File: config.mk
export PLATFORM = sky130hd
export DESIGN_NAME = cpt_inv_clarke
export DESIGN_NICKNAME = d
export VERILOG_FILES = /design/src/cpt_pkg.sv /design/src/cpt_inv_clarke.sv
export SDC_FILE = /design/constraint.sdc
export NUM_CORES = 1
export LEC_CHECK = 0
export ABC_AREA = 1
export BUFFER_PORTS_ARGS = -buffer_cell sky130_fd_sc_hd__buf_4
export CORE_MARGIN = 2
export CORE_UTILIZATION = 65
export CTS_BUF_LIST = sky130_fd_sc_hd__clkbuf_4 sky130_fd_sc_hd__clkbuf_8
export CTS_CLUSTER_SIZE = 28
export DETAILED_ROUTE_END_ITERATION = 12
export PLACE_DENSITY_LB_ADDON = 0.15
export SYNTH_ARGS = -nofsm -noshare
export SYNTH_HDL_FRONTEND = slang
export SYNTH_SLANG_ARGS = --single-unit
export TNS_END_PERCENT = 50
File: constraint.sdc
create_clock -name clk -period 8.5 [get_ports clk]
set_clock_uncertainty 0.2 [all_clocks]
set_input_delay 0.425 -clock clk [delete_from_list [all_inputs] [get_ports clk]]
set_output_delay 0.425 -clock clk [all_outputs]
set_load 0.005 [all_outputs]
File: src/cpt_pkg.sv
// Shared types, constants and arithmetic helpers for the Clarke/Park transform chain.
// No dependencies; every other file in src imports this package.
`default_nettype none

package cpt_pkg;

  localparam int SAMPLE_W        = 16;
  localparam int Q15_W           = 16;
  localparam int ANGLE_W         = 9;
  localparam int ANGLE_CODES     = 1 << ANGLE_W;
  localparam int BANK_W          = 8;
  localparam int SEL_W           = ANGLE_W - BANK_W;
  localparam int BANKS           = 1 << SEL_W;
  localparam int SUM_W           = SAMPLE_W + 2;
  localparam int PROD_W          = SAMPLE_W + Q15_W;
  localparam int ACC_W           = 36;
  localparam int DEF_ANGLE_STEPS = 360;
  localparam int INV_SQRT3_Q15   = 18919;
  localparam int SQRT3_HALF_Q15  = 28378;
  localparam int HALF_Q15        = 16384;
  localparam int RND_SHIFT       = 15;
  localparam int Q15_MIN         = -(1 << (Q15_W - 1));

  typedef logic signed [SAMPLE_W-1:0] sample_t;
  typedef logic signed [Q15_W-1:0]    q15_t;
  typedef logic signed [SUM_W-1:0]    sum_t;
  typedef logic signed [PROD_W-1:0]   prod_t;
  typedef logic signed [ACC_W-1:0]    acc_t;

  typedef struct packed {
    sample_t              phase_a;
    sample_t              phase_b;
    logic [ANGLE_W-1:0]   angle_deg;
  } cpt_in_t;

  typedef struct packed {
    sample_t phase_c;
    sample_t alpha;
    sample_t beta;
    sample_t direct;
    sample_t quadrature;
    sample_t inv_alpha;
    sample_t inv_beta;
    sample_t out_a;
    sample_t out_b;
    sample_t out_c;
  } cpt_out_t;

  // Clamp to the signed sample range.
  function automatic sample_t sat_s(acc_t v);
    acc_t hi;
    acc_t lo;
    hi = acc_t'((1 << (SAMPLE_W - 1)) - 1);
    lo = -hi - acc_t'(1);
    if (v > hi) begin
      return hi[SAMPLE_W-1:0];
    end else if (v < lo) begin
      return lo[SAMPLE_W-1:0];
    end
    return v[SAMPLE_W-1:0];
  endfunction

  // Round half up after dropping 15 fraction bits, then clamp.
  function automatic sample_t sat_rnd15(acc_t v);
    acc_t w;
    acc_t q;
    w = v + acc_t'(1 << (RND_SHIFT - 1));
    q = w >>> RND_SHIFT;
    return sat_s(q);
  endfunction

  // Q15 sine of a 32-bit turn fraction; evaluated at elaboration only.
  function automatic q15_t sine_q15(logic [31:0] p);
    logic [1:0]  quad;
    logic [63:0] one;
    logic [63:0] r;
    logic [63:0] z;
    logic [63:0] z2;
    logic [63:0] t;
    logic [63:0] s;
    logic [63:0] v;
    q15_t        res;
    one  = 64'd1 << 30;
    quad = p[31:30];
    r    = {34'd0, p[29:0]};
    if (quad[0]) begin
      r = one - r;
    end
    z  = (r * 64'd1686629713) >> 30;
    z2 = (z * z) >> 30;
    t  = one - z2 / 64'd110;
    t  = one - ((z2 * t) >> 30) / 64'd72;
    t  = one - ((z2 * t) >> 30) / 64'd42;
    t  = one - ((z2 * t) >> 30) / 64'd20;
    t  = one - ((z2 * t) >> 30) / 64'd6;
    s  = (z * t) >> 30;
    v  = (s * 64'd32767 + (64'd1 << 29)) >> 30;
    if (v > 64'd32767) begin
      v = 64'd32767;
    end
    res = v[Q15_W-1:0];
    if (quad[1]) begin
      res = -res;
    end
    return res;
  endfunction

endpackage

`default_nettype wire

File: src/cpt_inv_clarke.sv
// Inverse Clarke for phases b and c: multiply stage, then round/clamp stage.
// Depends on cpt_pkg.
`default_nettype none

module cpt_inv_clarke (
  input  logic             clk,
  input  logic [1:0]       adv,
  input  cpt_pkg::sample_t ia,
  input  cpt_pkg::sample_t ib,
  output cpt_pkg::sample_t ob,
  output cpt_pkg::sample_t oc
);
  import cpt_pkg::*;

  prod_t pa;
  prod_t pb;

  always_ff @(posedge clk) begin
    if (adv[0]) begin
      pa <= ia * q15_t'(HALF_Q15);
      pb <= ib * q15_t'(SQRT3_HALF_Q15);
    end
    if (adv[1]) begin
      ob <= sat_rnd15(acc_t'(pb) - acc_t'(pa));
      oc <= sat_rnd15(-acc_t'(pa) - acc_t'(pb));
    end
  end

endmodule

`default_nettype wire

# Word-level counts from Yosys, hierarchy flattened
# Index checks and enable logic that the tools add are counted.
[totals] output_inout_bits=32 input_bits=35 regBits=79 word_cells=26
[op_classes] muxes=12 order_cmp=4 mul=1 n_addsub=5
[op_table] cell="$mux W16" count=6
[op_table] cell="$add A36 B16 Y36 const B" count=1
[op_table] cell="$neg A30 Y36" count=1
[op_table] cell="$sub A36 B32 Y36" count=1
[op_table] cell="$add A33 B16 Y34 const B" count=1
[op_table] cell="$sub A32 B30 Y33" count=1
[op_table] cell="$mul A16 B15 Y31 const B" count=1
[op_table] cell="$gt A21 B16 Y1 const B" count=1
[op_table] cell="$lt A21 B16 Y1 const B" count=1
[op_table] cell="$gt A19 B16 Y1 const B" count=1
[op_table] cell="$lt A19 B16 Y1 const B" count=1
[op_table] cell="$mux W1" count=6

# Logic depth before layout (Yosys ltp)
[logic_depth] word_depth=8 mapped_depth=23 depth_no_buf=23

# Least setup slack after synthesis
# No wires, ideal clock.
[synth_path] path_kind="input to register" startpoint="input ib[6]" endpoint="register pb[23], data pin" setup_time_ns=0.265 arrival_ns=4.765 cell_stages=18 path_slack_ns=3.270 required_ns=8.035 n_path_buf=0 cell_sequence="ha_1 -> inv_1 -> fa_1 -> fa_1 -> inv_1 -> fa_1 -> fa_1 -> inv_1 -> fa_1 -> inv_1 -> ha_1 -> a21oi_1 -> o21ai_0 -> a21oi_1 -> inv_1 -> a21oi_1 -> o21ai_0 -> xor2_1"
[synth_via] elab_chain_len=1
[synth_lines] item="from (decl)" line_no="cpt_inv_clarke.sv:9" rtl="input cpt_pkg::sample_t ib,"
[synth_lines] item="$mul A16 B15 Y31" line_no="cpt_inv_clarke.sv:21" rtl="pb <= ib * q15_t'(SQRT3_HALF_Q15);"
[synth_lines] item="to (signal assigned)" line_no="cpt_inv_clarke.sv:21"
[synth_lines] item="to (decl)" line_no="cpt_inv_clarke.sv:16" rtl="prod_t pb;"
# Every way passes these cells.
# A chain may end at the register's enable or synchronous reset.

# Worst setup path after layout
[layout_path] startpoint="input ib[5]" endpoint="register pb[19], data pin"
# Same word-level chain as after synthesis.

==> impl_metrics.py <==
metrics = {
    "final_layout": {
        "diodes": 0,
        "drive_above_1_share_pct": 7.25,
        "nNetsFinal": 2080,
        "fillers": 1679,
        "seqCellArea_um2": 2370,
        "finalInstanceArea_um2": 13800,
        "area.growth.synth_to_final_pct": 7.27,
        "final_cell_mix": "417 x nand2_1, 397 x inv_1, 209 x ha_1",
        "multi_input_area_um2": 8880,
        "final_common_cell": "nand2_1",
    },
    "run": {
        "drv_cap": 0,
    },
    "setup_path": {
        "cp.required_ns": 8.42,
        "critical-path-top-delay-family": "adder cells",
        "end_kind": "register",
        "worst-path-buf-inv": 5,
        "crit_path_start_kind": "input pin",
        "cp.arrival_ns": 5.30,
        "reg2reg_slack_ns": 5.28,
        "path_cells": "buf_4 -> ha_1 -> inv_1 -> fa_1 -> fa_1 -> fa_1 -> inv_1 -> fa_1 -> inv_1 -> fa_1 -> inv_1 -> ha_1 -> nand2_1 -> nor2_1 -> a21oi_1 -> o21ai_0 -> nand2_1 -> nand2_1 -> xor2_1",
        "timing_worst_setup_path_type": "in -> reg",
        "crit_path_max_fanout": 4,
        "cpMostUsedCell": "fa_1",
        "crit_path_max_incr_delay_ns": 0.58,
        "cp_slowest_cell": "fa_1",
    },
    "placement": {
        "dp_slack_ns": 2.72,
        "place.gp.congestion": 0.943,
        "hpwl_um": 25500,
        "io_buffers": 66,
        "placed_cell_area_um2": 13600,
    },
    "clock_tree": {
        "cts.reportedPaths.clkPinSlew_ns": 0.08,
        "cts_buffers": 9,
        "root_buffer": "clkbuf_8",
        "cts_htree_levels": 3,
        "cts_num_sinks": 79,
        "clock_latency_ns": 0.37,
        "cts.path.max_buffers": 2,
        "cts_tree": "done",
        "hold_buffers": 0,
        "cts_setup_buffers": 0,
        "cts_resized": 0,
    },
    "synthesis": {
        "synth_top_area_share_pct": 20.4,
        "synth_warnings": 0,
        "synth_nets": 2007,
        "yosys.area.top_type": "ha_1",
        "synth_cells": 1647,
        "synth_seq_cells": 79,
        "synth_cell_type_count": 33,
        "seq_area_frac_synth_pct": 18.5,
        "synth_area_leaders": "ha_1 20%, edfxtp_1 19%, fa_1 18%",
        "avgSynthCellArea_um2": 7.78,
        "synth_area_um2": 12800,
    },
    "floorplan": {
        "rows": 51,
        "die_area_um2": 20900,
        "num_io_pins": 67,
        "start_util_pct": 66.1,
        "core_um2": 19400,
        "die_x_um": 144,
        "dieHeight_um": 144,
    },
    "drt": {
        "avgViaCountPerCell": 5.10,
        "drtPass1Iterations": 5,
        "wl_per_cell_um": 14.3,
        "drc": 0,
        "drtIter0Drc": 621,
        "drt_wl_total_um": 28500,
        "vias": 10100,
        "drtAntennaViolNets": 0,
    },
    "grt": {
        "grt_use_total_pct": 28.6,
        "grt_overflow": 0,
        "grt_max_degree": 48,
        "grt_pass1_vias": 10100,
        "antenna_found_initial": 0,
        "grt_pass1_wl_um": 46600,
    },
    "sta": {
        "worst_slack_ns": 3.12,
        "slew_viol_final": 0,
        "period_share_pct": 63.3,
        "max_clock_freq_mhz": 186,
        "rsz0062_at_grt": "no",
        "fin_setup_tns_ns": 0,
        "slew_headroom_pct": 62.8,
        "fin_crit_ns": 5.38,
        "tightest_slew_ns": 0.558,
        "final-hold-violation-count": 0,
        "holdWs_ns": 0.0250,
        "setup_violations": 0,
    },
    "hold_path": {
        "hold_path_class": "in -> reg",
    },
    "outcome": {
        "outcome": "complete, no violations",
    },
}
[cell type report]
cell class,instances,share of cell area [%]
clock inverters,5,0.191
well taps,265,2.41
repair buffers,66,3.60
clock buffers,9,0.901
flip-flops and latches,79,17.3
inverters,405,11.1
multi-input cells,1159,64.6
[metal layers]
| metal | wire (µm) | part of all wire, % | vias to the layer above | GRT usage, % |
|---|---|---|---|---|
| met5 | 0 | 0 | - | 0 |
| li1 | - | - | 5197 | - |
| met2 | 14200 | 50 | 237 | 52.3 |
| met1 | 12200 | 43 | 4653 | 34.7 |
| met3 | 1080 | 3.8 | 52 | 2.38 |
| met4 | 1020 | 3.6 | 0 | 11.8 |
[synthesized netlist by cell type (all sizes together)]
library cell / n
nand2: 441
inv: 405
ha: 209
fa: 116
nor2: 115
a21oi: 81
edfxtp: 79
nand3: 50
xor2: 31
xnor2: 29
o21ai: 26
nor3: 17
o21bai: 12
a21o: 7
nand4: 7
a31oi: 5
buf: 4
nand3b: 4
and2: 2
o211ai: 2
a21boi: 1
a221oi: 1
nor4: 1
o211a: 1
or2: 1
[cells by family (layout without fill, tap and decap cells)]
logic type               after synthesis  in the layout  share of synthesized area, %
flip-flops                            79             79                          18.5
AND/OR/NAND/NOR                      638            638                          20.5
AO/OA/AOI/OAI                        136            136                          6.12
buffers and inverters                409            485                          12.2
adder cells (fa/ha/maj)              325            325                          38.5
XOR/XNOR                              60             60                          4.10
[path summary, 6_finish.rpt]
check,startpoint,to,cells after the start
worst min register to register,pb[16],ob[2],5
worst max-delay path,ib[5],pb[19],19
worst max register to register,pa[15],oc[8],16
worst min-delay path,ia[14],pa[28],1
[sequential cells by signal (all words and copies together), names as in the netlist]
name and count:
pa 16, ob 16, oc 16, pb 31
[per-stage QoR]
stage | utilization [%] | cells
6_report | 70.9 | 1988
5_1_grt | 70.9 | 1988
4_1_cts | 70.9 | 1988
3_5_place_dp | 70.1 | 1974
3_3_place_gp | 70.1 | 1974
2_1_floorplan | - | 1647
Power is not shown: default switching activity piles up to over one toggle a cycle in this logic, so the estimate is an artifact.
