<file path="src/cpt_pkg.sv">
// Shared types, constants and arithmetic helpers for the Clarke/Park transform chain.
// No dependencies; every other file in src imports this package.
`default_nettype none

package cpt_pkg;

  localparam int SAMPLE_W        = 16;
  localparam int Q15_W           = 16;
  localparam int ANGLE_W         = 9;
  localparam int ANGLE_CODES     = 1 << ANGLE_W;
  localparam int BANK_W          = 8;
  localparam int SEL_W           = ANGLE_W - BANK_W;
  localparam int BANKS           = 1 << SEL_W;
  localparam int SUM_W           = SAMPLE_W + 2;
  localparam int PROD_W          = SAMPLE_W + Q15_W;
  localparam int ACC_W           = 36;
  localparam int DEF_ANGLE_STEPS = 360;
  localparam int INV_SQRT3_Q15   = 18919;
  localparam int SQRT3_HALF_Q15  = 28378;
  localparam int HALF_Q15        = 16384;
  localparam int RND_SHIFT       = 15;
  localparam int Q15_MIN         = -(1 << (Q15_W - 1));

  typedef logic signed [SAMPLE_W-1:0] sample_t;
  typedef logic signed [Q15_W-1:0]    q15_t;
  typedef logic signed [SUM_W-1:0]    sum_t;
  typedef logic signed [PROD_W-1:0]   prod_t;
  typedef logic signed [ACC_W-1:0]    acc_t;

  typedef struct packed {
    sample_t              phase_a;
    sample_t              phase_b;
    logic [ANGLE_W-1:0]   angle_deg;
  } cpt_in_t;

  typedef struct packed {
    sample_t phase_c;
    sample_t alpha;
    sample_t beta;
    sample_t direct;
    sample_t quadrature;
    sample_t inv_alpha;
    sample_t inv_beta;
    sample_t out_a;
    sample_t out_b;
    sample_t out_c;
  } cpt_out_t;

  // Clamp to the signed sample range.
  function automatic sample_t sat_s(acc_t v);
    acc_t hi;
    acc_t lo;
    hi = acc_t'((1 << (SAMPLE_W - 1)) - 1);
    lo = -hi - acc_t'(1);
    if (v > hi) begin
      return hi[SAMPLE_W-1:0];
    end else if (v < lo) begin
      return lo[SAMPLE_W-1:0];
    end
    return v[SAMPLE_W-1:0];
  endfunction

  // Round half up after dropping 15 fraction bits, then clamp.
  function automatic sample_t sat_rnd15(acc_t v);
    acc_t w;
    acc_t q;
    w = v + acc_t'(1 << (RND_SHIFT - 1));
    q = w >>> RND_SHIFT;
    return sat_s(q);
  endfunction

  // Q15 sine of a 32-bit turn fraction; evaluated at elaboration only.
  function automatic q15_t sine_q15(logic [31:0] p);
    logic [1:0]  quad;
    logic [63:0] one;
    logic [63:0] r;
    logic [63:0] z;
    logic [63:0] z2;
    logic [63:0] t;
    logic [63:0] s;
    logic [63:0] v;
    q15_t        res;
    one  = 64'd1 << 30;
    quad = p[31:30];
    r    = {34'd0, p[29:0]};
    if (quad[0]) begin
      r = one - r;
    end
    z  = (r * 64'd1686629713) >> 30;
    z2 = (z * z) >> 30;
    t  = one - z2 / 64'd110;
    t  = one - ((z2 * t) >> 30) / 64'd72;
    t  = one - ((z2 * t) >> 30) / 64'd42;
    t  = one - ((z2 * t) >> 30) / 64'd20;
    t  = one - ((z2 * t) >> 30) / 64'd6;
    s  = (z * t) >> 30;
    v  = (s * 64'd32767 + (64'd1 << 29)) >> 30;
    if (v > 64'd32767) begin
      v = 64'd32767;
    end
    res = v[Q15_W-1:0];
    if (quad[1]) begin
      res = -res;
    end
    return res;
  endfunction

endpackage

`default_nettype wire

</file>
<file path="src/cpt_rotator.sv">
// Vector rotation: x = u*C + v*S, y = v*C - u*S, as multiply then round/clamp stage.
// Depends on cpt_pkg. Used for Park (S = sin) and inverse Park (S = -sin).
`default_nettype none

module cpt_rotator (
  input  logic             clk,
  input  logic [1:0]       adv,
  input  cpt_pkg::sample_t u,
  input  cpt_pkg::sample_t v,
  input  cpt_pkg::q15_t    cs,
  input  cpt_pkg::q15_t    sn,
  output cpt_pkg::sample_t x,
  output cpt_pkg::sample_t y
);
  import cpt_pkg::*;

  prod_t uc;
  prod_t vs;
  prod_t us;
  prod_t vc;

  always_ff @(posedge clk) begin
    if (adv[0]) begin
      uc <= u * cs;
      vs <= v * sn;
      us <= u * sn;
      vc <= v * cs;
    end
    if (adv[1]) begin
      x <= sat_rnd15(acc_t'(uc) + acc_t'(vs));
      y <= sat_rnd15(acc_t'(vc) - acc_t'(us));
    end
  end

endmodule

`default_nettype wire

</file>
<file path="config.mk">
export PLATFORM = sky130hd
export DESIGN_NAME = cpt_rotator
export DESIGN_NICKNAME = d
export VERILOG_FILES = /design/src/cpt_pkg.sv /design/src/cpt_rotator.sv
export SDC_FILE = /design/constraint.sdc
export NUM_CORES = 2
export LEC_CHECK = 0
export BUFFER_PORTS_ARGS = -buffer_cell sky130_fd_sc_hd__buf_2
export CAP_MARGIN = 20
export CORE_MARGIN = 3
export CORE_UTILIZATION = 35
export DETAILED_ROUTE_END_ITERATION = 8
export HOLD_SLACK_MARGIN = 0.06
export PLACE_DENSITY = 0.55
export RECOVER_POWER = 25
export SETUP_SLACK_MARGIN = 0.2
export SLEW_MARGIN = 30
export SYNTH_ARGS = -nofsm -noshare
export SYNTH_HDL_FRONTEND = slang
export SYNTH_SLANG_ARGS = --single-unit
</file>
<file path="constraint.sdc">
create_clock -name clk -period 6.1 [get_ports clk]
set_input_delay 0.305 -clock clk [delete_from_list [all_inputs] [get_ports clk]]
set_output_delay 0.305 -clock clk [all_outputs]
set_load 0.05 [all_outputs]
</file>
# Yosys cells after proc, flatten, opt, wreduce, memory -nomap -nowiden

Cells that the tools add are included.

Register bits: 160
Logic and storage cells: 30

$add $sub $neg: 4
Multipliers: 4
Magnitude comparators: 4
Multiplexer cells: 12

Operator list:

| kind                                                                               | count |
|---|---|
| 16-bit by 16-bit multiplier with 32-bit output                                     | 4 |
| 16-bit two-way mux                                                                 | 6 |
| 33-bit by 16-bit adder with 34-bit output (second input constant)                  | 2 |
| 19-bit by 16-bit greater-than comparator with 1-bit output (second input constant) | 2 |
| 19-bit by 16-bit less-than comparator with 1-bit output (second input constant)    | 2 |
| 32-bit by 32-bit adder with 33-bit output                                          | 1 |
| 32-bit by 32-bit subtractor with 33-bit output                                     | 1 |
| 1-bit two-way mux                                                                  | 6 |

# Longest topological paths before layout

Depth after elaboration: 7
Gate-level depth with buffers: 25
Depth with buffers taken out: 24

# Worst setup path after synthesis

Ideal clock, no wire load.

Kind: input to register
Start: input u[15]
End: register uc[30], data pin
Arrival time: 6062 ps
Required time: 5842 ps
Path slack: -220 ps
Stages: 21
Path buffers: 2
Path through: clkbuf_1 > nand2_1 > inv_1 > fa_1 > fa_1 > inv_1 > fa_1 > fa_1 > fa_1 > fa_1 > inv_1 > ha_1 > clkbuf_1 > a21oi_1 > nor2b_1 > o31a_1 > a21o_1 > or4_1 > a31o_2 > a21oi_1 > xnor2_1

Word-level cells in the longest chain between the ends: 1

RTL lines:

| what                                           | line              | text |
|---|---|---|
| start, declared                                | cpt_rotator.sv:8  | `input cpt_pkg::sample_t u,` |
| 16-bit by 16-bit multiplier with 32-bit output | cpt_rotator.sv:24 | `uc <= u * cs;` |
| end signal, assigned                           | cpt_rotator.sv:24 |  |
| end, declared                                  | cpt_rotator.sv:17 | `prod_t uc;` |

No other way between the ends.
A chain may end at the register's enable or synchronous reset.

# Worst setup path in the final report

Start: input sn[9]
End: register us[31], data pin

Word-level cells in the longest chain between the ends: 1

RTL lines:

| what                                           | line              | text |
|---|---|---|
| start, declared                                | cpt_rotator.sv:11 | `input cpt_pkg::q15_t sn,` |
| 16-bit by 16-bit multiplier with 32-bit output | cpt_rotator.sv:26 | `us <= u * sn;` |
| end signal, assigned                           | cpt_rotator.sv:26 |  |
| end, declared                                  | cpt_rotator.sv:19 | `prod_t us;` |

No other way between the ends.

==> flow_summary.yaml <==
logic_synthesis:
  ys_seq_elements: 160
  netlist_instances: 5006
  synthTopCellsByArea: "fa_1 44%, ha_1 12%, edfxtp_1 10%, inv_1 9.4%, and2_1 6.5%"
  syn_area_um2: 47720
  mean_instance_size_in_the_synthesized_netlist_um2: 9.532
  yosys.area.top_type: "fa_1"
  yosysMostFrequentCell: "inv_1"
  post_synth_mux_area_share: 0
  seq_area_frac_synth: 0.1007
  synth.top_cell.area_share: 0.4397
  synthFlopType: "edfxtp_1"
  synth-async-reset-ratio: 0
  yosysWarnings: 0
  synth_nets: 6573
  post_synth_and_or_nand_nor_area_fraction: 0.1382
  synth_compound_gate_area_share: 0.06180
  post_synth_xor_area_fraction: 0.03084
  yosys.area_share.adder: 0.5582
  synth_commonest_cells: "1194 x inv_1, 1048 x fa_1, 539 x nand2_1"
  yosys.cell_types.count: 62
  synth_top_family_by_area: "adder cells"
  synth-edff-count: 160
timing:
  report.final.slew_viol_count: 97
  timing.final.crit_share: 0.9756
  slew_headroom: -1.351
  setup-violations-final: 0
  rsz0062_at_grt: "yes"
  hold_violations: 0
  timing_worst_slew_pin_value_ns: 3.526
  max_clock_freq_mhz: 168.0
  fin_crit_period_ns: 5.951
  finClkSkew_ns: 0.01062
final_layout:
  nFillCells: 13361
  postLayoutCoreUtil: 0.4192
  num-nets-final: 7058
  proportion_of_layout_cells_with_a_drive_suffix_above_1: 0.1593
  area_delta_synth_final_pct: 18.13
worst_setup_path:
  crit_fanout: 7
  crit_path_start_kind: "input pin"
  critical_path.endpoint_type: "flop"
  worst-setup-path-type: "in2reg"
  cp_data_arrival_time_ns: 6.20
  crit_required_ns: 6.35
die:
  die_w_um: 375.2
  num_io_pins: 99
  die_ht_um: 375.2
  core_area_um2: 134500
  std_cell_rows: 134
  initial_core_utilization: 0.3549
  fp.dieArea_um2: 140800
route:
  drt_first_pass_iters: 5
  drc: 0
  first_iter_violations: 1843
  route.detailed.vias_per_inst: 4.746
  via_count: 34515
  drt.antenna.violating_nets: 0
  route.final.wire_length_mm: 123.1
  wl_per_cell_um: 16.92
outcome:
  violated_checks: "capacitance limit, slew limit"
  status: "finished, violations left"
clock_network:
  clk-insertion-delay-late_ns: 0.51
  clkSinkCount: 160
  tritoncts.num_buffers: 17
  cts_max_level: 4
  cts_tree: "done"
  clk_transition_reported_paths_ns: 0.07
  maximum_number_of_buffers_from_clock_root_to_sink: 2
  clock_tree.root_cell: "clkbuf_16"
run:
  maxCapViolCount: 2
hold_path:
  hp-class: "in2reg"
grt:
  grt-ovfl-total: 0
  gr-usage-all-layers: 0.1795
  grt_antenna_before_repair: 6
  grt_start_max_net_pins: 67
  grt_pass1_wl_mm: 199.0
  grt_pass1_vias: 37058
placement:
  hpwl_mm: 106.9
  io_buffers: 98
  routabilityCongestion: 0.8498
==> critical path, stage by stage <==
cell      delay [ns]
buf_2           0.10
buf_12          0.13
buf_12          0.14
nand2_2         0.07
fa_1            0.54
inv_1           0.05
fa_1            0.50
inv_1           0.05
fa_1            0.49
inv_2           0.04
fa_1            0.50
fa_1            0.49
inv_1           0.05
fa_1            0.47
inv_1           0.06
ha_4            0.22
a21o_1          0.17
a21oi_2         0.18
o221ai_2        0.11
a221oi_2        0.25
buf_4           0.17
nor3_4          0.04
o31a_1          0.33
or3_4           0.35
a21oi_2         0.14
o21bai_1        0.10
xnor2_1         0.13
==> per-layer routing <==
metal | up-vias | GRT usage | wire length [um]
li1 | 16023 | - | -
met1 | 17726 | 0.2561 | 57290
met2 | 674 | 0.2884 | 56450
met3 | 90 | 0.02803 | 7006
met4 | 2 | 0.03909 | 2324
met5 | - | 0 | 13
==> kinds of logic after synthesis <==
family                     after synthesis
adders and majority gates             1500
buffers and inverters                 1400
and+or+nand+nor                       1326
AOI/OAI and AO/OA                      452
xor gates and xnor gates               168
DFF                                    160
==> per-stage QoR <==
stage | setup WS, ns | setup TNS (ns) | instance area (um2) | cells | hold WS [ns]
after floorplan | 0.1530 | 0 | 48040 | 5006 | 0.4175
after global placement | -0.5236 | -10.39 | 54370 | 7206 | 0.8035
after detailed placement | -0.5273 | -11.29 | 54380 | 7206 | 0.8023
after CTS | 0.1552 | 0 | 55040 | 7240 | 0.2444
after global routing | -0.03560 | -0.03560 | 56370 | 7272 | 0.4517
final | 0.1489 | 0 | 56370 | 7273 | 0.4432
==> flip-flops by register name (all words and copies together), names as in the netlist <==
signal / count
us: 32
vs: 32
uc: 32
vc: 32
x: 16
y: 16
==> final cells by class <==
| type | count | area (um2) | share of cell area |
|---|---|---|---|
| multi-input cells | 3446 | 38520 | 0.6832 |
| repair buffers | 672 | 5774 | 0.1024 |
| flip-flops and latches | 160 | 4805 | 0.08523 |
| inverters | 1194 | 4486 | 0.07957 |
| well taps | 1768 | 2212 | 0.03924 |
| clock buffers | 17 | 425.4 | 0.007546 |
| clock inverters | 15 | 151.4 | 0.002686 |
| diodes | 1 | 2.502 | 0.00004439 |
==> layout by cell type, fill, tap and decap left out, types with 24 or more instances in the layout <==
cell type	netlist	layout
a21oi_1	129	118
nand2_1	539	526
and2_1	497	484
o21a_1	24	24
buf_12	0	47
buf_4	0	499
fa_1	1048	1023
nand3_1	27	26
xnor2_1	126	125
nor2_1	132	123
nand2b_1	28	28
ha_4	0	31
edfxtp_1	160	160
buf_6	1	35
inv_1	1194	1175
ha_1	452	420
o21ai_0	84	71
xor2_1	42	42
buf_2	1	63
fa_2	0	25
a21o_1	91	91
==> path summary, 6_finish.rpt <==
check,from,end,slack (ns),depth (start not counted)
setup / recovery,sn[9],us[31]$_DFFE_PP_,0.15,27
hold / removal,v[1],vs[1]$_DFFE_PP_,0.44,3
setup reg to reg,vc[7]$_DFFE_PP_,y[6]$_DFFE_PP_,1.95,12
hold reg to reg,vs[31]$_DFFE_PP_,x[15]$_DFFE_PP_,0.95,3
==> timing repair <==
item,in CTS,in global routing
pin swaps,12,132
hold endpoints to repair,0,0
hold buffers,0,0
cloned,0,5
endpoints found under the setup margin,9,34
gates resized for setup,18,247
buffers inserted,2,27
Power is left out: the tool's default activity adds up to more than one toggle a clock period on the data nets, which glitch-free logic cannot reach.
