### src/cpt_pkg.sv
// Shared types, constants and arithmetic helpers for the Clarke/Park transform chain.
// No dependencies; every other file in src imports this package.
`default_nettype none

package cpt_pkg;

  localparam int SAMPLE_W        = 16;
  localparam int Q15_W           = 16;
  localparam int ANGLE_W         = 9;
  localparam int ANGLE_CODES     = 1 << ANGLE_W;
  localparam int BANK_W          = 8;
  localparam int SEL_W           = ANGLE_W - BANK_W;
  localparam int BANKS           = 1 << SEL_W;
  localparam int SUM_W           = SAMPLE_W + 2;
  localparam int PROD_W          = SAMPLE_W + Q15_W;
  localparam int ACC_W           = 36;
  localparam int DEF_ANGLE_STEPS = 360;
  localparam int INV_SQRT3_Q15   = 18919;
  localparam int SQRT3_HALF_Q15  = 28378;
  localparam int HALF_Q15        = 16384;
  localparam int RND_SHIFT       = 15;
  localparam int Q15_MIN         = -(1 << (Q15_W - 1));

  typedef logic signed [SAMPLE_W-1:0] sample_t;
  typedef logic signed [Q15_W-1:0]    q15_t;
  typedef logic signed [SUM_W-1:0]    sum_t;
  typedef logic signed [PROD_W-1:0]   prod_t;
  typedef logic signed [ACC_W-1:0]    acc_t;

  typedef struct packed {
    sample_t              phase_a;
    sample_t              phase_b;
    logic [ANGLE_W-1:0]   angle_deg;
  } cpt_in_t;

  typedef struct packed {
    sample_t phase_c;
    sample_t alpha;
    sample_t beta;
    sample_t direct;
    sample_t quadrature;
    sample_t inv_alpha;
    sample_t inv_beta;
    sample_t out_a;
    sample_t out_b;
    sample_t out_c;
  } cpt_out_t;

  // Clamp to the signed sample range.
  function automatic sample_t sat_s(acc_t v);
    acc_t hi;
    acc_t lo;
    hi = acc_t'((1 << (SAMPLE_W - 1)) - 1);
    lo = -hi - acc_t'(1);
    if (v > hi) begin
      return hi[SAMPLE_W-1:0];
    end else if (v < lo) begin
      return lo[SAMPLE_W-1:0];
    end
    return v[SAMPLE_W-1:0];
  endfunction

  // Round half up after dropping 15 fraction bits, then clamp.
  function automatic sample_t sat_rnd15(acc_t v);
    acc_t w;
    acc_t q;
    w = v + acc_t'(1 << (RND_SHIFT - 1));
    q = w >>> RND_SHIFT;
    return sat_s(q);
  endfunction

  // Q15 sine of a 32-bit turn fraction; evaluated at elaboration only.
  function automatic q15_t sine_q15(logic [31:0] p);
    logic [1:0]  quad;
    logic [63:0] one;
    logic [63:0] r;
    logic [63:0] z;
    logic [63:0] z2;
    logic [63:0] t;
    logic [63:0] s;
    logic [63:0] v;
    q15_t        res;
    one  = 64'd1 << 30;
    quad = p[31:30];
    r    = {34'd0, p[29:0]};
    if (quad[0]) begin
      r = one - r;
    end
    z  = (r * 64'd1686629713) >> 30;
    z2 = (z * z) >> 30;
    t  = one - z2 / 64'd110;
    t  = one - ((z2 * t) >> 30) / 64'd72;
    t  = one - ((z2 * t) >> 30) / 64'd42;
    t  = one - ((z2 * t) >> 30) / 64'd20;
    t  = one - ((z2 * t) >> 30) / 64'd6;
    s  = (z * t) >> 30;
    v  = (s * 64'd32767 + (64'd1 << 29)) >> 30;
    if (v > 64'd32767) begin
      v = 64'd32767;
    end
    res = v[Q15_W-1:0];
    if (quad[1]) begin
      res = -res;
    end
    return res;
  endfunction

endpackage

`default_nettype wire

### src/cpt_clarke.sv
// Forward Clarke transform in three stages: sums, scale multiply, round/clamp.
// Depends on cpt_pkg.
`default_nettype none

module cpt_clarke (
  input  logic             clk,
  input  logic [2:0]       adv,
  input  cpt_pkg::sample_t a,
  input  cpt_pkg::sample_t b,
  output cpt_pkg::sample_t c1,
  output cpt_pkg::sample_t al1,
  output cpt_pkg::sample_t be3
);
  import cpt_pkg::*;

  sum_t                     sum1;
  logic signed [SUM_W+Q15_W-1:0] prod2;

  always_ff @(posedge clk) begin
    if (adv[0]) begin
      c1   <= sat_s(-acc_t'(a) - acc_t'(b));
      al1  <= a;
      sum1 <= sum_t'(a) + (sum_t'(b) <<< 1);
    end
    if (adv[1]) begin
      prod2 <= sum1 * q15_t'(INV_SQRT3_Q15);
    end
    if (adv[2]) begin
      be3 <= sat_rnd15(acc_t'(prod2));
    end
  end

endmodule

`default_nettype wire

### config.mk
export PLATFORM = sky130hd
export DESIGN_NAME = cpt_clarke
export DESIGN_NICKNAME = d
export VERILOG_FILES = /design/src/cpt_pkg.sv /design/src/cpt_clarke.sv
export SDC_FILE = /design/constraint.sdc
export NUM_CORES = 1
export LEC_CHECK = 0
export BUFFER_PORTS_ARGS = -buffer_cell sky130_fd_sc_hd__buf_2
export CELL_PAD_IN_SITES_DETAIL_PLACEMENT = 0
export CELL_PAD_IN_SITES_GLOBAL_PLACEMENT = 2
export CORE_MARGIN = 8
export CORE_UTILIZATION = 38
export DETAILED_ROUTE_END_ITERATION = 12
export PLACE_DENSITY = 0.8
export SYNTH_ARGS = -nofsm -noshare
export SYNTH_HDL_FRONTEND = slang
export SYNTH_SLANG_ARGS = --single-unit
### constraint.sdc
create_clock -name clk -period 14.6 [get_ports clk]
set_input_delay 1.46 -clock clk [delete_from_list [all_inputs] [get_ports clk]]
set_output_delay 1.46 -clock clk [all_outputs]
set_load 0.03 [all_outputs]
[Word-level counts from Yosys, hierarchy flattened]
Cells that the tools add are included.
Operators by class
  multipliers: 1
  add/sub/neg operators: 4
  magnitude comparators: 4
  multiplexer cells: 12
Operator list (count)
  two-way mux 16 bit: 6
  greater-than comparator 36 x 16 -> 1 bit (second input constant): 1
  less-than comparator 36 x 16 -> 1 bit (second input constant): 1
  negation 16 -> 36 bit: 1
  subtractor 36 x 16 -> 36 bit: 1
  adder 34 x 16 -> 35 bit (second input constant): 1
  multiplier 18 x 16 -> 34 bit (second input constant): 1
  greater-than comparator 20 x 16 -> 1 bit (second input constant): 1
  less-than comparator 20 x 16 -> 1 bit (second input constant): 1
  adder 16 x 17 -> 18 bit: 1
  two-way mux 1 bit: 6
Storage, ports and cells
  flip-flop bits (word level): 100
  word-level logic and storage cells: 26
  output and inout bits: 48
  bits of input ports: 36

[Logic depth before layout (Yosys ltp)]
Gate-level depths: netlist of the first run.
  word-level depth: 7
  mapped depth: 23
  depth with buffers taken out: 23

[Worst setup path before layout of the first run]
Ideal clock, no wire load.
  kind: register to register
  start: register sum1[17]
  end: register prod2[32], data pin
  clock period less this slack: 6.141 ns
  setup time: 0.258 ns
  setup slack: 8.459 ns
  path buffers: 0
  data arrival time: 5.883 ns
  cell stages (with the launch flop): 21
  cells stage by stage: edfxtp_1 -> ha_1 -> inv_1 -> fa_1 -> fa_1 -> fa_1 -> fa_1 -> inv_1 -> fa_1 -> inv_1 -> ha_1 -> a21o_1 -> a21oi_1 -> o21ai_1 -> a311o_1 -> o2111ai_2 -> a311oi_2 -> o21a_1 -> o21ai_2 -> nor2b_4 -> xnor2_1
On the way
  longest elaborated chain between the ends: 1
Ends and longest elaborated chain
  from (decl): RTL line cpt_clarke.sv:16  | sum_t sum1;
  from (signal assigned): RTL line cpt_clarke.sv:23  | sum1 <= sum_t'(a) + (sum_t'(b) <<< 1);
  multiplier 18 x 16 -> 34 bit: RTL line cpt_clarke.sv:26  | prod2 <= sum1 * q15_t'(INV_SQRT3_Q15);
  to (signal assigned): RTL line cpt_clarke.sv:26
  to (decl): RTL line cpt_clarke.sv:17  | logic signed [SUM_W+Q15_W-1:0] prod2;
No other way between the ends.
A chain may end at the register's enable or synchronous reset.

[Worst setup path after layout of the first run]
Ends and elaborated chain as after synthesis.

==> results of run 1 <==
worst min-delay path, stage by stage (launching register included):
cell and delay [ns]:
sky130_fd_sc_hd__edfxtp_1 0.35, sky130_fd_sc_hd__xor2_1 0.07, sky130_fd_sc_hd__o21ai_0 0.12
kinds of logic after synthesis:
logic type,share of synthesized area [%]
DFF,24.2
AOI/OAI and AO/OA,9.31
xor gates and xnor gates,5.74
buffers and inverters,9.61
muxes,0.380
adders and majority gates,42.9
and+or+nand+nor,7.79
flip-flops by register name (all words and copies together) (netlist names):
register / cells
al1: 16
be3: 16
c1: 16
prod2: 20
sum1: 17
synthesized netlist by cell type, types with 5 or more instances:
cell,n
sky130_fd_sc_hd__nor2_1,50
sky130_fd_sc_hd__nor3_1,15
sky130_fd_sc_hd__fa_1,116
sky130_fd_sc_hd__nand4_1,7
sky130_fd_sc_hd__nor2b_1,6
sky130_fd_sc_hd__inv_1,257
sky130_fd_sc_hd__a21oi_1,41
sky130_fd_sc_hd__o21ai_0,42
sky130_fd_sc_hd__nand2b_1,8
sky130_fd_sc_hd__edfxtp_1,85
sky130_fd_sc_hd__xnor2_1,37
sky130_fd_sc_hd__or3_1,5
sky130_fd_sc_hd__xor2_1,32
sky130_fd_sc_hd__ha_1,176
sky130_fd_sc_hd__and3_1,6
sky130_fd_sc_hd__nand3_1,18
sky130_fd_sc_hd__o21a_1,12
sky130_fd_sc_hd__nand2_1,35
sky130_fd_sc_hd__a21o_1,7
sky130_fd_sc_hd__a31oi_1,6
layer usage:
metal / vias to the layer above / wire length, um
li1: 3536 / -
met1: 3167 / 9860
met2: 106 / 9640
met3: 23 / 1170
met4: 6 / 261
met5: - / 30
final timing paths:
check | from | to | slack, ns | depth (start not counted)
worst max-delay path | sum1[17] | prod2[32] | 8.24 | 21
worst max register to register | sum1[17] | prod2[32] | 8.24 | 21
worst min register to register | prod2[19] | be3[4] | 0.65 | 2
worst min-delay path | prod2[19] | be3[4] | 0.65 | 2
through the flow:
stage                     cell area (um2)  hold WS, ns  cells  utilization [%]
after floorplan                     10500        0.613   1029                -
after global placement              11400        0.639   1483             41.3
after detailed placement            11400        0.642   1483             41.3
after CTS                           11700        0.653   1499             42.5
after global routing                11700        0.678   1499             42.5
final                               11700        0.645   1501             42.5
cell usage in the layout (no fill, tap or decap), types with 3 or more instances in the layout:
master	netlist	layout
sky130_fd_sc_hd__and3_1	6	6
sky130_fd_sc_hd__and2_1	4	4
sky130_fd_sc_hd__clkbuf_16	0	9
sky130_fd_sc_hd__o31ai_1	3	3
sky130_fd_sc_hd__o211ai_1	4	4
sky130_fd_sc_hd__fa_1	116	116
sky130_fd_sc_hd__a211oi_1	4	4
sky130_fd_sc_hd__nor2b_1	6	6
sky130_fd_sc_hd__inv_1	257	257
sky130_fd_sc_hd__xnor2_1	37	37
sky130_fd_sc_hd__nand2b_1	8	8
sky130_fd_sc_hd__ha_1	176	176
sky130_fd_sc_hd__inv_6	0	3
sky130_fd_sc_hd__nand2_1	35	35
sky130_fd_sc_hd__edfxtp_1	85	85
sky130_fd_sc_hd__nand3_1	18	18
sky130_fd_sc_hd__o21ai_2	3	3
sky130_fd_sc_hd__a21boi_0	3	3
sky130_fd_sc_hd__a21oi_1	41	41
sky130_fd_sc_hd__mux2i_1	4	4
sky130_fd_sc_hd__o21ai_0	42	42
sky130_fd_sc_hd__or3_1	5	5
sky130_fd_sc_hd__nor3_1	15	15
sky130_fd_sc_hd__o21a_1	12	12
sky130_fd_sc_hd__a31oi_1	6	6
sky130_fd_sc_hd__xor2_1	32	32
sky130_fd_sc_hd__a21o_1	7	7
sky130_fd_sc_hd__nand4_1	7	7
sky130_fd_sc_hd__nor2_1	50	50
sky130_fd_sc_hd__buf_2	1	83
final cells by class:
cell class | instances | area [um2]
Fill cell | 2699 | 15900
Multi-Input combinational cell | 678 | 6970
Sequential cell | 85 | 2550
Inverter | 257 | 965
Tap cell | 378 | 473
Timing Repair Buffer | 85 | 430
Clock buffer | 9 | 225
Clock inverter | 7 | 80.1
Antenna cell | 2 | 5.00
==> impl_summary.log, run 1 <==
INFO  metric status = finished clean
INFO  metric coreArea = 27600 um2
INFO  metric post-route-period-util = ~44%
INFO  metric hpwl = 18400 um
INFO  metric die-width = between 150 and 200 um
INFO  metric hold_viol_final = 0
INFO  metric max_freq = 157 MHz
INFO  metric synth_largest_type_area_fraction = 24.2%
INFO  metric worstPathCellList = buf_4, ha_1, inv_1, fa_1, fa_1, fa_1, fa_1, inv_1, fa_1, inv_1, ha_1, a21o_1, a21oi_1, o21ai_1, a311o_1, o2111ai_2, a311oi_2, o21a_1, o21ai_2, nor2b_4, xnor2_1
INFO  metric drc = 0
INFO  metric layout-area-overhead-vs-synth = 11.1%
INFO  metric insertion_delay = 0.35 ns
INFO  metric post_cts_resized = 0
INFO  metric use_met2 = 21.8%
INFO  metric met3_usage = under 10%
INFO  metric drtIter0Drc = between 200 and 250
INFO  metric cts_inserted_buffers = 9
INFO  metric grt-busiest-layer = met2
INFO  metric core.rowCount = 61
INFO  metric worst_setup_hold_path_clk_slew = 0.07 ns
INFO  metric routabilityCongestion = around 0.86
INFO  metric cpMostUsedCell = sky130_fd_sc_hd__fa_1
INFO  metric grt_antenna_before_repair = 3
INFO  metric async_reset_ff_share = 0%
INFO  metric slew-limit-headroom = 28.1%
INFO  metric avgRoutedWirePerCell = 14.0 um
INFO  metric vias_per_cell = 4.56
INFO  metric syn-instance-count = 1029
INFO  metric finalSetupViolations = 0
INFO  metric cts_num_sinks = 85
INFO  metric worst_ep_arrival_time = ~6.5 ns
INFO  metric initial_utilization = 38.2%
INFO  metric cp_slowest_cell = sky130_fd_sc_hd__fa_1
INFO  metric synth_sequential_area_ratio = 24.2%
INFO  metric final_worst_path_setup_slack = ~8.2 ns
INFO  metric die_height = 183 um
INFO  metric holdCritPathClass = reg2reg
INFO  metric syn_area = 10500 um2
INFO  metric routed_wirelength = 21000 um
INFO  metric globalRouteTotalUtil = 12.9%
INFO  metric finalSetupTns = 0 ns
INFO  metric pre_cts_slack = 8.23 ns
INFO  metric drt_pass1_iterations = 4
INFO  metric number_of_nets_with_antenna_violations_after_detailed_routing = 0
INFO  metric cts_tree = built
INFO  metric fin_nets = 1444
INFO  metric drv_cap = 0
INFO  metric critPathTopFamily = adder cells
INFO  metric unrepaired_setup_endpoints_after_global_routing = no
INFO  metric worst_clock_skew = 0.0155 ns
INFO  metric remaining_overflow_grt = 0
INFO  metric timing.critical_path.required = approximately 15 ns
INFO  metric period_minus_slack = between 6 and 7 ns
INFO  metric synth_nets = ~1.4k
INFO  metric design.die.area = 33300 um2
INFO  metric post_cts_buffers = 0
INFO  metric netlist-cell-type-count = 57
INFO  metric root_buffer = sky130_fd_sc_hd__clkbuf_16
INFO  metric ys_top_cells_by_area = sky130_fd_sc_hd__edfxtp_1 24%, sky130_fd_sc_hd__fa_1 22%, sky130_fd_sc_hd__ha_1 21%, sky130_fd_sc_hd__inv_1 9.2%, sky130_fd_sc_hd__xnor2_1 3.1%
INFO  metric wire_length_of_the_first_global_routing_pass = 34900 um
INFO  metric crit_path_start_kind = flip-flop
INFO  metric synth_top_area_cell = sky130_fd_sc_hd__edfxtp_1
INFO  metric worst_pin_slew = 1.08 ns
INFO  metric grt_pass1_vias = 7280
INFO  metric grtUsageMet1 = 16.4%
INFO  metric cts.hold.buffers_added = 0
INFO  metric slowest_delay = between 0.5 and 0.6 ns
INFO  metric edff_count_synth = 85
INFO  metric timing.critical_path.buf_inv = 4
INFO  metric clock_path_buffers = 2
INFO  metric finalMaxSlewViolations = 0
INFO  metric fraction_of_final_layout_cells_sized_beyond_drive_strength_1 = 11.0%
INFO  metric design.portCount = 84
INFO  metric ys_ff_latch = 85
INFO  metric clock_tree.htree_level_count = 3
INFO  metric portBuffers = 83
INFO  metric yosys_warning_count = 0
INFO  metric critPathKind = reg2reg
INFO  metric via_count = 6838
INFO  metric ys.flop_type = sky130_fd_sc_hd__edfxtp_1
INFO  metric syn_avg_cell_area = 10.2 um2
INFO  metric grt_max_degree = 50
INFO  metric timing.critical_path.to_type = flip-flop
INFO  metric cp_max_fo = 37
Power of run 1 is not shown: default switching activity piles up to over one toggle a cycle in this logic, so the estimate is an artifact.
==> inputs of run 2 (changes only) <==
==> constraint.sdc (replaced) <==
create_clock -name clk -period 5.91 [get_ports clk]
set_input_delay 0.591 -clock clk [delete_from_list [all_inputs] [get_ports clk]]
set_output_delay 0.591 -clock clk [all_outputs]
set_load 0.03 [all_outputs]
==> run 2 against run 1 <==
Core utilization grew 2.7 points. Worst hold slack lost 0.18 ns. Clock skew shrank 0.0068 ns. Worst setup slack lost 8.1 ns. First-iteration DRC count shrank 30%. Count of clock-buffer cells in the layout is the same. Register-to-register slack lost 8.1 ns. Largest cell class unchanged. Routed wire length grew 2.4%.
==> impl_summary.log, run 2 (synthesis results as in run 1) <==
INFO  metric status = finished clean
INFO  metric worst_setup_hold_path_clk_slew = 0.07 ns (about the same)
INFO  metric clock_path_buffers = 2 (unchanged)
INFO  metric cts.hold.buffers_added = 0 (unchanged)
INFO  metric initial_utilization = 38.2% (unchanged)
INFO  metric post-route-period-util = 97.9% (+54 points)
INFO  metric pre_cts_slack = -0.139 ns (-8.37 ns)
INFO  metric cts_num_sinks = 85 (unchanged)
INFO  metric cp_slowest_cell = sky130_fd_sc_hd__fa_1
INFO  metric number_of_flip_flops_under_the_largest_register_name = 20 (unchanged)
INFO  metric timing.critical_path.buf_inv = 4 (unchanged)
INFO  metric unrepaired_setup_endpoints_after_global_routing = yes
INFO  metric drt_pass1_iterations = 4 (unchanged)
INFO  metric avgRoutedWirePerCell = 13.8 um (-1.5%)
INFO  metric cpMostUsedCell = sky130_fd_sc_hd__fa_1
INFO  metric finalSetupViolations = 0 (unchanged)
INFO  metric critPathTopFamily = adder cells
INFO  metric portBuffers = 83 (unchanged)
INFO  metric worst_pin_slew = 1.05 ns (-0.0303 ns)
INFO  metric grt_antenna_before_repair = 4 (+1)
INFO  metric core.rowCount = 61 (unchanged)
INFO  metric finalMaxSlewViolations = 0 (unchanged)
INFO  metric cts_inserted_buffers = 9 (unchanged)
INFO  metric timing.critical_path.to_type = flip-flop
INFO  metric mostFrequentLayoutCell = sky130_fd_sc_hd__inv_1
INFO  metric finalSetupTns = 0 ns (unchanged)
INFO  metric coreArea = 27600 um2 (unchanged)
INFO  metric drc = 0 (unchanged)
INFO  metric vias_per_cell = 4.52 (-0.83%)
INFO  metric insertion_delay = 0.34 ns (about the same)
INFO  metric slowest_delay = 0.54 ns (about the same)
INFO  metric worst_clock_skew = 0.00875 ns (-0.00677 ns)
INFO  metric hold_viol_final = 0 (unchanged)
INFO  metric number_of_nets_with_antenna_violations_after_detailed_routing = 0 (unchanged)
INFO  metric globalRouteTotalUtil = 13.5% (+0.57 points)
INFO  metric cts_tree = built
INFO  metric fraction_of_final_layout_cells_sized_beyond_drive_strength_1 = 18.2% (+7.2 points)
INFO  metric via_count = 7048 (+3.1%)
INFO  metric drtIter0Drc = 155 (-30%)
INFO  metric fin_nets = 1505 (+4.2%)
INFO  metric layout.cells.non_filler = 1560 (+3.9%)
INFO  metric commonest_cells_after_routing_fill_and_taps_aside = 253 x sky130_fd_sc_hd__inv_1, 159 x sky130_fd_sc_hd__ha_1, 112 x sky130_fd_sc_hd__fa_1, 85 x sky130_fd_sc_hd__edfxtp_1, 83 x sky130_fd_sc_hd__buf_2
INFO  metric holdCritPathClass = in2reg
INFO  metric crit_path_start_kind = flip-flop
INFO  metric worst_ep_arrival_time = 5.88 ns (-0.58 ns)
INFO  metric top_regs = prod2 (20), sum1 (17)
INFO  metric grt_pass1_vias = 7680 (+5.5%)
INFO  metric die_height = 183 um (unchanged)
INFO  metric nFillCells = 2589 (-4.1%)
INFO  metric critPathKind = reg2reg
INFO  metric die-width = 183 um (unchanged)
INFO  metric layout-area-overhead-vs-synth = 18.2%
INFO  metric timing.critical_path.required = 6.01 ns (-8.68 ns)
INFO  metric grt_max_degree = 50 (unchanged)
INFO  metric hpwl = 18700 um (+1.5%)
INFO  metric routabilityCongestion = 0.850 (-1.3%)
INFO  metric remaining_overflow_grt = 0 (unchanged)
INFO  metric antennaDiodeCount = 0 (-2)
INFO  metric max_freq = 173 MHz (+9.9%)
INFO  metric routed_wirelength = 21500 um (+2.4%)
INFO  metric root_buffer = sky130_fd_sc_hd__clkbuf_16
INFO  metric period_minus_slack = 5.79 ns (-0.575 ns)
INFO  metric design.portCount = 84 (unchanged)
INFO  metric wire_length_of_the_first_global_routing_pass = 36700 um (+5.3%)
INFO  metric post-place-cells = 1526 (+2.9%)
INFO  metric drv_cap = 0 (unchanged)
INFO  metric slew-limit-headroom = 30.1% (+2.0 points)
INFO  metric final_worst_path_setup_slack = 0.124 ns (-8.11 ns)
INFO  metric worstPathCellList = ha_4, fa_1, fa_1, inv_2, fa_1, inv_1, fa_1, inv_1, fa_1, inv_2, ha_4, nand4_1, nand2_2, o2111ai_4, a2111oi_4, o2111ai_2, a311oi_2, o21a_1, o21ai_2, nor2b_4, xnor2_1
INFO  metric cp_max_fo = 3 (-92%)
INFO  metric design.die.area = 33300 um2 (unchanged)
INFO  metric top_register = prod2
INFO  metric clock_tree.htree_level_count = 3 (unchanged)
[run 2: timing repair]
action,4_1_cts,5_1_grt
setup endpoints to repair,3,5
pin swaps,9,36
resized for setup,0,31
buffers inserted,5,13
endpoints found under the hold margin,0,0
[run 2: final timing paths]
check / startpoint / to / slack (ns) / cells after the start
worst min register to register: prod2[19] / be3[4] / 0.66 / 2
worst max register to register: sum1[10] / prod2[32] / 0.12 / 21
worst min-delay path: a[8] / al1[8] / 0.46 / 1
worst max-delay path: sum1[10] / prod2[32] / 0.12 / 21
[run 2: per-layer routing]
| layer | GRT usage (%) | vias to the layer above | part of all wire, % |
|---|---|---|---|
| li1 | - | 3662 | - |
| met1 | 16.9 | 3250 | 47 |
| met2 | 23.0 | 104 | 46 |
| met3 | 3.62 | 26 | 5.1 |
| met4 | 2.98 | 6 | 1.6 |
| met5 | 0 | - | 0.19 |
[run 2: area by class of cell]
type	count	area [um2]	share of cell area, %
Multi-Input combinational cell	678	7240	58.2
Sequential cell	85	2550	20.5
Inverter	257	965	7.75
Timing Repair Buffer	146	892	7.16
Tap cell	378	473	3.80
Clock buffer	9	225	1.81
Clock inverter	7	103	0.824
[run 2: through the flow]
step / util, % / hold WS [ns] / cell area (um2)
2_1_floorplan: - / 0.613 / 10600
3_3_place_gp: 42.7 / 0.641 / 11800
3_5_place_dp: 42.7 / 0.659 / 11800
4_1_cts: 44.1 / 0.447 / 12100
5_1_grt: 45.2 / 0.449 / 12500
6_report: 45.2 / 0.464 / 12500
Power of run 2 is left out for the same reason.
==> inputs of run 3 (changes only) <==
--- a/config.mk
+++ b/config.mk
@@ -12,6 +12,7 @@
 export CORE_UTILIZATION = 38
 export DETAILED_ROUTE_END_ITERATION = 12
 export PLACE_DENSITY = 0.8
+export REMOVE_ABC_BUFFERS = 1
 export SYNTH_ARGS = -nofsm -noshare
 export SYNTH_HDL_FRONTEND = slang
 export SYNTH_SLANG_ARGS = --single-unit
==> run 3 against run 2 <==
Critical path depth fell by 2. Global-route usage hardly changed. First-iteration DRC count grew 46%. Register-to-register slack lost 0.04 ns.
==> impl_summary.log, run 3 (synthesis results as in run 1) <==
INFO  metric timing.critical_path.required = 6.01 ns (about the same)
INFO  metric initial_utilization = 38.2% (unchanged)
INFO  metric drc = 0 (unchanged)
INFO  metric crit_path_start_kind = flip-flop
INFO  metric drv_cap = 0 (unchanged)
INFO  metric number_of_flip_flops_under_the_largest_register_name = 20 (unchanged)
INFO  metric worst_pin_slew = 1.09 ns (+0.0423 ns)
INFO  metric critPathLaunch = sum1[13]
INFO  metric multi_input_comb_area = 7240 um2 (about the same)
INFO  metric coreArea = 27600 um2 (unchanged)
INFO  metric cts_inserted_buffers = 9 (unchanged)
INFO  metric layout.cells.non_filler = 1562 (+0.13%)
INFO  metric die-width = 183 um (unchanged)
INFO  metric unrepaired_setup_endpoints_after_global_routing = yes
INFO  metric via_count = 7051 (+0.043%)
INFO  metric portBuffers = 83 (unchanged)
INFO  metric remaining_overflow_grt = 0 (unchanged)
INFO  metric design.die.area = 33300 um2 (unchanged)
INFO  metric avgRoutedWirePerCell = 13.9 um (+0.91%)
INFO  metric worstHoldPathCells = 1 (unchanged)
INFO  metric period_minus_slack = 5.83 ns (+0.0393 ns)
INFO  metric cts_tree = built
INFO  metric holdCritPathClass = in2reg
INFO  metric design.portCount = 84 (unchanged)
INFO  metric finalSetupViolations = 0 (unchanged)
INFO  metric number_of_nets_with_antenna_violations_after_detailed_routing = 0 (unchanged)
INFO  metric commonest_cells_after_routing_fill_and_taps_aside = 252 x sky130_fd_sc_hd__inv_1, 159 x sky130_fd_sc_hd__ha_1, 110 x sky130_fd_sc_hd__fa_1, 85 x sky130_fd_sc_hd__edfxtp_1, 83 x sky130_fd_sc_hd__buf_2
INFO  metric drtIter0Drc = 227 (+46%)
INFO  metric register_area = 2550 um2 (unchanged)
INFO  metric globalRouteTotalUtil = 13.5% (-0.031 points)
INFO  metric worst_ep_arrival_time = 5.92 ns (+0.04 ns)
INFO  metric cp_max_fo = 4 (+1)
INFO  metric r2r.worst_path.cells = 19 (-9.5%)
INFO  metric insertion_delay = 0.34 ns (about the same)
INFO  metric timing.critical_path.to_type = flip-flop
INFO  metric layout-area-overhead-vs-synth = 18.1% (about the same)
INFO  metric vias_per_cell = 4.51 (about the same)
INFO  metric fin_nets = 1506 (+0.066%)
INFO  metric top_register = prod2
INFO  metric routabilityCongestion = 0.852 (+0.29%)
INFO  metric drt_pass1_iterations = 4 (unchanged)
INFO  metric routed_wirelength = 21700 um (+1.0%)
INFO  metric grt_pass1_vias = 7537 (-1.9%)
INFO  metric grt_antenna_before_repair = 3 (-1)
INFO  metric core.rowCount = 61 (unchanged)
INFO  metric worst_clock_skew = 0.0103 ns (+0.00151 ns)
INFO  metric root_buffer = sky130_fd_sc_hd__clkbuf_16
INFO  metric hpwl = 18800 um (+0.75%)
INFO  metric top_regs = prod2 (20), sum1 (17)
INFO  metric mostFrequentLayoutCell = sky130_fd_sc_hd__inv_1
INFO  metric grt_max_degree = 50 (unchanged)
INFO  metric clock_path_buffers = 2 (unchanged)
INFO  metric cts_num_sinks = 85 (unchanged)
INFO  metric finalSetupTns = 0 ns (unchanged)
INFO  metric worst_setup_hold_path_clk_slew = 0.07 ns (about the same)
INFO  metric fraction_of_final_layout_cells_sized_beyond_drive_strength_1 = 18.3% (+0.069 points)
INFO  metric nFillCells = 2654 (+2.5%)
INFO  metric critPathKind = reg2reg
INFO  metric reg2reg_from = sum1[13]
INFO  metric hold_viol_final = 0 (unchanged)
INFO  metric post-place-cells = 1529 (+0.20%)
INFO  metric post-route-period-util = 98.6% (+0.66 points)
INFO  metric placed_cell_area = 11700 um2 (-0.34%)
INFO  metric status = finished clean
INFO  metric die_height = 183 um (unchanged)
INFO  metric finalMaxSlewViolations = 0 (unchanged)
INFO  metric max_freq = 172 MHz (-0.67%)
INFO  metric slew-limit-headroom = 27.3% (-2.8 points)
INFO  metric wire_length_of_the_first_global_routing_pass = 36100 um (-1.7%)
INFO  metric finalInstanceArea = 12400 um2 (about the same)
INFO  metric cts.hold.buffers_added = 0 (unchanged)
INFO  metric min-delay-start = a[2]
INFO  metric clock_tree.htree_level_count = 3 (unchanged)
## run 3: cell count changes in the layout (fill, tap and decap cells not counted), moves of 2 or more
| cell | previous run | this run |
|---|---|---|
| sky130_fd_sc_hd__buf_6 | 1 | 4 |
| sky130_fd_sc_hd__fa_2 | 4 | 6 |
| sky130_fd_sc_hd__fa_1 | 112 | 110 |
| sky130_fd_sc_hd__buf_4 | 62 | 60 |
## run 3: final cells by class
cell class / count / area share [%]
Sequential cell: 85 / 20.5
Clock buffer: 9 / 1.81
Multi-Input combinational cell: 678 / 58.1
Timing Repair Buffer: 147 / 7.32
Clock inverter: 7 / 0.643
Antenna cell: 1 / 0.0201
Inverter: 257 / 7.75
Tap cell: 378 / 3.80
## run 3: final timing paths
kind,endpoint,slack [ns]
setup reg to reg,prod2[32],0.08
setup / recovery,prod2[32],0.08
hold reg to reg,be3[4],0.66
hold / removal,al1[2],0.46
## run 3: worst max-delay path, stage by stage (launching register included)
cell	delay [ns]
sky130_fd_sc_hd__edfxtp_1	0.45
sky130_fd_sc_hd__ha_4	0.29
sky130_fd_sc_hd__fa_1	0.58
sky130_fd_sc_hd__fa_1	0.45
sky130_fd_sc_hd__fa_1	0.50
sky130_fd_sc_hd__fa_1	0.55
sky130_fd_sc_hd__inv_1	0.05
sky130_fd_sc_hd__fa_1	0.53
sky130_fd_sc_hd__inv_1	0.07
sky130_fd_sc_hd__ha_4	0.27
sky130_fd_sc_hd__a21o_1	0.15
sky130_fd_sc_hd__o21bai_4	0.15
sky130_fd_sc_hd__o2111ai_4	0.16
sky130_fd_sc_hd__a2111oi_4	0.42
sky130_fd_sc_hd__o2111ai_2	0.18
sky130_fd_sc_hd__a311oi_2	0.27
sky130_fd_sc_hd__o21a_1	0.18
sky130_fd_sc_hd__o21ai_2	0.08
sky130_fd_sc_hd__nor2b_4	0.13
sky130_fd_sc_hd__xnor2_1	0.12
## run 3: stage by stage
stage          setup WS, ns  hold WS (ns)  utilization (%)
6_report             0.0847         0.456             45.2
5_1_grt              -0.140         0.441             45.2
4_1_cts             0.00606         0.443             44.4
3_5_place_dp         -0.178         0.662             42.6
3_3_place_gp         -0.101         0.641             42.6
2_1_floorplan        -0.613         0.615                -
## run 3: routing by layer
metal | track usage (%) | routed length (um) | vias to the layer above | part of all wire (%)
met4 | 2.53 | 252 | 6 | 1.2
met5 | 0 | 34 | - | 0.16
met3 | 3.62 | 1110 | 22 | 5.1
met1 | 16.4 | 9920 | 3259 | 46
li1 | - | - | 3663 | -
met2 | 23.6 | 10400 | 101 | 48
## run 3: what timing repair did
action | CTS | global route
endpoints found under the setup margin | 4 | 6
setup buffers | 12 | 5
pin swaps | 10 | 35
endpoints found under the hold margin | 0 | 0
gates resized for setup | 15 | 30
cloned | 0 | 0
Power of run 3 is left out for the same reason.
